$ cat config.mk
export PLATFORM = sky130hd
export DESIGN_NAME = hmn_queue
export DESIGN_NICKNAME = d
export VERILOG_FILES = /design/src/hmn_pkg.sv /design/src/hmn_queue.sv
export SDC_FILE = /design/constraint.sdc
export NUM_CORES = 1
export LEC_CHECK = 0
export BUFFER_PORTS_ARGS = -buffer_cell sky130_fd_sc_hd__buf_2
export CAP_MARGIN = 20
export CORE_MARGIN = 3
export CORE_UTILIZATION = 51
export CTS_BUF_LIST = sky130_fd_sc_hd__clkbuf_8 sky130_fd_sc_hd__clkbuf_16
export DETAILED_ROUTE_END_ITERATION = 16
export PLACE_DENSITY_LB_ADDON = 0.05
export SYNTH_ARGS = -nofsm -noshare
export SYNTH_HDL_FRONTEND = slang
export SYNTH_SLANG_ARGS = --single-unit
$ cat constraint.sdc
create_clock -name clk -period 2.7 [get_ports clk]
set_input_delay 0.135 -clock clk [delete_from_list [all_inputs] [get_ports clk]]
set_output_delay 0.135 -clock clk [all_outputs]
set_load 0.05 [all_outputs]
$ cat src/hmn_pkg.sv
// Shared types, command codes and the pixel-to-height table for the heightmap normal stream.
package hmn_pkg;

  localparam logic CMD_PIXEL = 1'b0;
  localparam logic CMD_DRAIN = 1'b1;

  localparam logic [10:0] MAP_SIZE_RESET = 11'd256;
  localparam int MIN_SIZE = 3;

  // front-to-back job queue
  localparam int QUEUE_DEPTH = 4;
  localparam int QPW = $clog2(QUEUE_DEPTH);
  localparam int QCW = $clog2(QUEUE_DEPTH + 1);

  typedef logic signed [14:0] height_t;  // Q7.8
  typedef logic signed [15:0] diff_t;    // Q8.8 difference of two heights

  typedef struct packed {
    logic [9:0] row;
    logic [9:0] col;
    height_t    height;
    diff_t      dx;
    diff_t      dz;
    logic       last;
  } job_t;

  typedef height_t height_lut_t [256];

  // round_half_up(p * 20480 / 255) - 10240
  function automatic height_lut_t build_height_lut();
    height_lut_t lut;
    for (int p = 0; p < 256; p++) begin
      lut[p] = height_t'((p * 40960 + 255) / 510 - 10240);
    end
    return lut;
  endfunction

  localparam height_lut_t HEIGHT_LUT = build_height_lut();

  function automatic height_t to_height(logic [7:0] p);
    return HEIGHT_LUT[p];
  endfunction

endpackage

$ cat src/hmn_queue.sv
// Short job queue between the front end and the normalize pipeline.
module hmn_queue
  import hmn_pkg::*;
(
  input  logic           clk,
  input  logic           rst_n,
  input  logic           push,
  input  job_t           push_data,
  input  logic           pop,
  output job_t           pop_data,
  output logic           empty,
  output logic [QCW-1:0] count
);

  job_t           entries_r [QUEUE_DEPTH];
  logic [QPW-1:0] wr_ptr_r, rd_ptr_r;
  logic [QCW-1:0] cnt_r;

  assign pop_data = entries_r[rd_ptr_r];
  assign empty    = (cnt_r == '0);
  assign count    = cnt_r;

  always_ff @(posedge clk) begin
    if (push) begin
      entries_r[wr_ptr_r] <= push_data;
    end
  end

  always_ff @(posedge clk) begin
    if (!rst_n) begin
      wr_ptr_r <= '0;
      rd_ptr_r <= '0;
      cnt_r    <= '0;
    end else begin
      if (push) begin
        wr_ptr_r <= wr_ptr_r + QPW'(1);
      end
      if (pop) begin
        rd_ptr_r <= rd_ptr_r + QPW'(1);
      end
      cnt_r <= cnt_r + QCW'(push) - QCW'(pop);
    end
  end

endmodule

== Yosys cells after proc, flatten, opt, wreduce, memory -nomap -nowiden ==
Memory sizes are Yosys's and may differ from the RTL's. A register that Yosys moved wholly into a read port is not among the register bits.
Cells that the tools add are included.

* $add $sub $neg: 4
* Reductions and logical operators: 1
* Muxes and demuxes: 4

{| class="wikitable"
|+ Operators by type and width
! operator !! number
|-
| 2-bit by 1-bit adder with 2-bit output, second input constant || 2
|-
| 2-bit two-way mux || 2
|-
| 3-bit by 1-bit adder with 3-bit output || 1
|-
| 3-bit zero test || 1
|-
| 3-bit by 1-bit subtractor with 3-bit output || 1
|-
| 1-bit two-way mux || 2
|}

* Word-level logic and storage cells: 13
* Memories: 1
* RAM bits: 272
* Register bits after elaboration: 7

{| class="wikitable"
|+ Memories
! memory !! depth !! bits a word !! read ports !! clocked after Yosys merged registers in !! wr ports !! line !! text
|-
| entries_r || 4 || 68 || 1 || 1 || 1 || hmn_queue.sv:15 || <nowiki>job_t entries_r [QUEUE_DEPTH];</nowiki>
|}

== Logic depth before layout (Yosys ltp) ==
Gate-level depths: netlist of run 1.

* Word-level depth: 3
* Gate-level depth with buffers: 7
* Depth with buffers taken out: 7

== Worst setup path after synthesis of run 1 ==
No wires, ideal clock.

* Path type: reg-to-reg
* Start point: reg wr_ptr_r[0]
* End point: mem entries_r[0][0] (netlist bit), enable pin
* Buffers on the path: 0
* Setup time: 433 ps
* Setup slack: 129 ps
* Data arrival time: 2137 ps
* Period minus slack after synthesis: 2571 ps
* Cell stages (with the launch flop): 4
* Cells stage by stage: dfxtp_1 -> inv_1 -> ha_1 -> and2_1

{| class="wikitable"
|+ RTL lines
! element !! line !! text
|-
| from (decl) || hmn_queue.sv:16 || <nowiki>logic [QPW-1:0] wr_ptr_r, rd_ptr_r;</nowiki>
|-
| from (signal assigned) || hmn_queue.sv:36 || <nowiki>wr_ptr_r <= wr_ptr_r + QPW'(1);</nowiki>
|-
| to (decl) || hmn_queue.sv:15 ||
|}

No word-level cell before the write port.

==> metrics.md, run 1 <==
| Metric | Value |
|---|---|
| Storage cell area | `0.00836 mm²` |
| Final design utilization | `65.8%` |
| Layout cells sized above 1 | `40.1%` |
| Vias in the first global route | `5,427` |
| Fin Hold WS | `359 ps` |
| Htree depth | `1` |
| EDFF count, synth | `272` |
| Post-synth ARST share | `0%` |
| Initial Utilization | `52.3%` |
| Max-Cap Viols | `0` |
| Slew Limit Fails | `0` |
| Clock Latency Late Sink | `520 ps` |
| IO Pins | `144` |
| Post-Syn Area | `between 0.01 and 0.015 mm²` |
| Max IR drop VDD | `0.000529 V` |
| Post_cts resized | `0` |
| Main area contributors after synthesis | `edfxtp_1, mux4_2, dfxtp_1` |
| Initial DRC Count | `between 200 and 300` |
| Dpl hpwl | `approximately 11,000 µm` |
| Via count | `~5,000` |
| CTS sink cnt | `281` |
| Worst hold path class | `input port to register` |
| FP Rows | `51` |
| Number of fill cells in the layout | `~1,400` |
| Die Width | `approximately 150 µm` |
| Overall Power | `roughly 10 mW` |
| RSZ-0062 raised after global routing | `false` |
| Synth Instances | `398` |
| Worst-Margin Slew | `518 ps` |
| Synth warn | `0` |
| Initial antenna violation count | `1` |
| Outcome | `finished clean` |
| Postcts setup bufs | `0` |
| Final setup violation count | `0` |
| Leakage Power | `4.50 nW` |
| Die area | `about 0.022 mm²` |
| Max frequency | `0.465 GHz` |
| Number of buffers and inverters on the critical path | `2` |
| CTS Buf Count | `29` |
| Post-DRT Antenna Nets | `0` |
| Post-Route WL | `18,900 µm` |
| Syn-to-layout area delta | `26.0%` |
| Count leader, synth | `edfxtp_1` |
| WL/cell | `20.3 µm` |
| Largest net degree at the start of global routing | `40` |
| Primary FF master, synth | `edfxtp_1` |
| Final number of hold-violating endpoints | `0` |
| Worst path cell trace | `buf_12 > mux4_2 > buf_2` |
| Post-Syn Nets | `477` |
| Seq/Total Area, Yosys | `81.3%` |
| Final min period | `2150 ps` |
| Final routed DRC violation total | `0` |
| Worst-case clock buffer depth | `3` |
| Gpl congestion | `0.721` |
| Setup TNS | `0 ps` |
| IO buf count | `143` |
| Largest area contributor in the netlist | `edfxtp_1` |
| Global route overflow | `0` |
| GRT Total Usage | `17.7%` |
| Largest delay share family, worst path | `multiplexers` |
| CP Capture Type | `output pin` |
| Cell Pwr Density | `about 780 mW/mm²` |
| Clock Skews | `8.12 ps` |
| Area of the multi-input gates | `between 0.0015 and 0.002 mm²` |
| Core Region | `0.0197 mm²` |
| First-pass GRT wire length | `approximately 30,000 µm` |
| Arrival time worst endpoint | `2010 ps` |
| Clock-pin slew on the worst setup and hold paths | `60 ps` |
| Kind of critical path | `register to output pin` |
| Top cells by count, synth | `edfxtp_1, mux4_2, dfxtp_1, inv_1` |
| Synthesized area per cell | `25.8 µm²` |
| Crit share post-route | `79.6%` |
| Critical Path Max Stage Delay | `between 500 and 600 ps` |
| WP data required | `2570 ps` |
| Chip height | `~150 µm` |
| Number of vias per cell | `5.28` |
| Nets@finish | `between 700 and 800` |
| CTS tree | `built` |
| Cts hold-fix bufs | `between 70 and 80` |
| Max FO, Critical Path | `39` |
| CP max-delay cell | `mux4_2` |
| Synth top area share | `around four fifths` |
| Post-synthesis register bit count | `between 200 and 300` |
| Pre-antenna DRT Iters | `4` |
| CTS root buffer | `clkbuf_16` |
| Slew HR | `approximately 65%` |
| Critical path startpoint category | `register` |
| Post-synth cell types | `20` |
-- flip-flops by register name (all words and copies together) (netlist names), named ones only --
name       flops
entries_r    272
count          3
rd_ptr_r       2
wr_ptr_r       2
-- cell type report --
type / instances / share of cell area (%)
antenna: 1 / 0.0193
tap: 265 / 2.56
inverter: 7 / 0.203
clock buffer: 29 / 5.61
multi-input combinational: 94 / 13.7
sequential: 281 / 64.6
timing repair buffer: 231 / 12.6
clock inverter: 24 / 0.754
-- cells in the final DEF, fill, tap and decap left out --
cell           count
a21bo_2            1
and2_1             2
clkinv_2           2
nor2_1             5
xor3_1             1
buf_12             6
dfxtp_1            7
nand3b_1           1
inv_1             18
clkinv_1          10
clkbuf_16         29
inv_6              1
nor3_1             1
mux4_2            68
dfxtp_4            2
buf_4             11
a21oi_1            1
edfxtp_1         272
mux2i_1            1
dlygate4sd3_1     71
and2_4             4
buf_2            143
fa_1               1
ha_1               6
xnor2_1            2
diode_2            1
-- worst paths after layout --
kind	startpoint	end	slack, ps	cells after the start
hold reg to reg	rd_ptr_r[0]$_SDFFE_PN0P_	register	530	2
setup reg to reg	wr_ptr_r[0]$_SDFFE_PN0P_	entries_r[2][44]$_DFFE_PP_	1010	4
hold / removal	push_data[21]	entries_r[3][21]$_DFFE_PP_	360	2
setup / recovery	register	pop_data[56]	550	3
-- per-stage QoR --
step           std cells  area (µm²)  worst slack (ps)
2_1_floorplan        398       10300               129
3_3_place_gp         807       11400              1020
3_5_place_dp         807       11400               999
4_1_cts              931       12900               497
5_1_grt              932       12900               452
6_report             932       12900               552
-- logic make-up (layout without fill, tap and decap cells) --
| family | Yosys count | after routing | share of synthesized area [%] |
|---|---|---|---|
| DFF | 281 | 281 | 81.3 |
| buffers and inverters | 23 | 291 | 1.58 |
| and+or+nand+nor | 13 | 13 | 0.670 |
| AOI/OAI and AO/OA | 2 | 2 | 0.146 |
| other | 0 | 1 | 0 |
| xor gates and xnor gates | 3 | 3 | 0.402 |
| muxes | 69 | 69 | 15.0 |
| adders and majority gates | 7 | 7 | 0.926 |
-- routing by layer --
metal	vias up	part of all wire (%)	routed length, µm	track usage [%]
met5	-	0	0	0
met4	0	2.5	470	4.80
met3	36	6.6	1260	4.45
met2	144	51	9670	30.4
met1	2553	40	7530	22.8
li1	2187	-	-	-
-- power by group --
part / internal (mW) / switching [mW]
clock network: 1.93 / 1.49
logic: 0.525 / 1.03
registers: 5.01 / 0.0636
-- worst reg2reg max path, cell delays in order, from the launching register on --
cell and delay, ps:
dfxtp_1 350, inv_1 90, ha_1 140, and2_4 470, buf_4 340
Note: power is estimated with default switching activity, not from simulation.
==> run 2, diff against run 1 <==
--- a/config.mk
+++ b/config.mk
@@ -8,7 +8,7 @@
 export BUFFER_PORTS_ARGS = -buffer_cell sky130_fd_sc_hd__buf_2
 export CAP_MARGIN = 20
 export CORE_MARGIN = 3
-export CORE_UTILIZATION = 51
+export CORE_UTILIZATION = 57
 export CTS_BUF_LIST = sky130_fd_sc_hd__clkbuf_8 sky130_fd_sc_hd__clkbuf_16
 export DETAILED_ROUTE_END_ITERATION = 16
 export PLACE_DENSITY_LB_ADDON = 0.05
==> constraint.sdc (replaced) <==
create_clock -name clk -period 2 [get_ports clk]
set_input_delay 0.1 -clock clk [delete_from_list [all_inputs] [get_ports clk]]
set_output_delay 0.1 -clock clk [all_outputs]
set_load 0.05 [all_outputs]
==> metrics.md, run 2 (synthesized netlist as in run 1, its figures left out) <==
| Metric | Value |
|---|---|
| Outcome | `finished with violations` |
| Violated checks | `negative setup slack` |
| Max FO, Critical Path | `6` |
| Place WS | `337 ps` |
| Worst hold path class | `input port to register` |
| Chip height | `approximately 140 µm` |
| Worst-Margin Slew | `250 ps` |
| Met2 wire len | `~10,000 µm` |
| Number of fill cells in the layout | `920` |
| Final Worst Setup Slack | `-74.6 ps` |
| Max frequency | `0.482 GHz` |
| Slew Limit Fails | `0` |
| Vias in the first global route | `5,515` |
| Hold path startpoint | `push_data[40]` |
| First-pass GRT wire length | `31,400 µm` |
| Most common library cell in the layout ignoring fill and taps | `edfxtp_1` |
| Clock-pin slew on the worst setup and hold paths | `60 ps` |
| Finished Layout Cells | `901` |
| Kind of critical path | `register to output pin` |
| Clock Skews | `5.68 ps` |
| GRT Total Usage | `~21%` |
| Placed Cells | `around 760` |
| CTS tree | `built` |
| Top sig layer | `met4` |
| Final setup violation count | `52` |
| Core Region | `0.0175 mm²` |
| Design Area, Final | `0.0137 mm²` |
| Critical Path Most Common Cell | `buf_12` |
| FP Rows | `48` |
| CP max-delay cell | `mux4_2` |
| Htree depth | `1` |
| Internal reg-to-reg setup slack | `370 ps` |
| Initial Utilization | `between 50% and 60%` |
| Leakage Power | `4.78 nW` |
| Reg-to-Reg Start | `count[0]$_SDFF_PN0_` |
| Layout cells sized above 1 | `42.7%` |
| Largest net degree at the start of global routing | `39` |
| Final routed DRC violation total | `0` |
| Initial antenna violation count | `1` |
| WP data required | `between 1500 and 2000 ps` |
| Syn-to-layout area delta | `33.5%` |
| Die area | `roughly 0.020 mm²` |
| Worst-case clock buffer depth | `3` |
| CTS sink cnt | `281` |
| Cell Pwr Density | `roughly 1000 mW/mm²` |
| Placed inst area | `0.0114 mm²` |
| Final min period | `2070 ps` |
| IO buf count | `~140` |
| Fin Hold WS | `326 ps` |
| Max IR drop VDD | `0.000777 V` |
| Max-Cap Viols | `0` |
| Overall Power | `14.2 mW` |
| Critical Path Max Stage Delay | `between 500 and 600 ps` |
| Initial DRC Count | `roughly 350` |
| WL/cell | `22.3 µm` |
| CTS Buf Count | `28` |
| Critical path startpoint category | `register` |
| IO Pins | `144` |
| Post-DRT Antenna Nets | `0` |
| Number of vias per cell | `5.54` |
| Worst Hold Depth | `2` |
| Die Width | `approximately 140 µm` |
| Most frequent cells in the layout | `edfxtp_1, buf_2, dlygate4sd3_1` |
| CP Capture Type | `output pin` |
| Clock Latency Late Sink | `520 ps` |
| Via count | `4,994` |
| Post-Route WL | `20,100 µm` |
| Top reg by flops | `entries_r` |
| Global route overflow | `0` |
| Slew HR | `83.4%` |
| Setup TNS | `-2290 ps` |
| CTS root buffer | `clkbuf_16` |
| Crit share post-route | `104%` |
| Met3 wire length | `1400 µm` |
| Final number of hold-violating endpoints | `0` |
| Final design utilization | `78.5%` |
| Worst hold endpoint | `entries_r[0][40]$_DFFE_PP_` |
| Routed length on met1 | `about 8000 µm` |
| Pre-antenna DRT Iters | `4` |
| Gpl congestion | `0.725` |
| R2R depth | `7` |
| Nets@finish | `732` |
| RSZ-0062 raised after global routing | `true` |
| Dpl hpwl | `10,900 µm` |
| Worst path cell trace | `buf_12 > buf_12 > buf_16 > mux4_2 > buf_6` |
| Max FFs per register | `272` |
| Arrival time worst endpoint | `1970 ps` |
| R2r endpoint | `count[2]$_SDFF_PN0_` |
-- run 2: changes by cell type in the layout (fill, tap and decap cells not counted), sizes merged --
cell | before | now
buf | 160 | 168
clkinvlp | 0 | 6
clkbuf | 29 | 33
inv | 19 | 14
clkinv | 12 | 8
-- run 2: area by class of cell --
class                   instances  area (µm²)  area share (%)
diodes                          1        2.50          0.0182
clock buffers                  31         753            5.49
clock inverters                21         109           0.794
inverters                       7        26.3           0.192
multi-input cells              94        1770            12.9
flip-flops and latches        281        8360            60.9
well taps                     225         282            2.05
repair buffers                241        2410            17.6
-- run 2: critical path, delay by kind of cell, from the launching register on --
family | cells | cell delay [ps]
multiplexers | 1 | 530
buffers and inverters | 4 | 570
flip-flops | 1 | 360
-- run 2: where the power goes --
| group | total [mW] | leakage (nW) | switching (mW) | internal (mW) |
|---|---|---|---|---|
| clock | 4.74 | 0.437 | 2.05 | 2.70 |
| sequential | 6.84 | 2.57 | 0.0813 | 6.76 |
| combinational | 2.60 | 1.77 | 1.50 | 1.09 |
-- run 2: worst max-delay path by stage --
| stage | end | slack, ps | startpoint | cells after the start |
|---|---|---|---|---|
| floorplan | count[2]$_SDFF_PN0_ | 110 | count[0]$_SDFF_PN0_ | 7 |
| finish | pop_data[39] | -70 | register | 5 |
| detailed placement | pop_data[67] | 340 | register | 3 |
| global route | pop_data[7] | -140 | register | 5 |
| global placement | pop_data[67] | 330 | register | 3 |
| CTS | pop_data[7] | -120 | register | 5 |
-- run 2: timing repair --
| item | in CTS | in global routing |
|---|---|---|
| hold endpoints to repair | 281 | 0 |
| setup buffers | 7 | 1 |
| gates resized for setup | 141 | 7 |
| hold buffers | 71 | 0 |
| endpoints found under the setup margin | 63 | 65 |
| gates cloned | 5 | 2 |
-- run 2: per-layer routing --
layer / up-vias / track usage [%]
met5: - / 0
met4: 0 / 3.98
met3: 24 / 4.44
met2: 174 / 35.3
met1: 2582 / 28.5
li1: 2214 / -
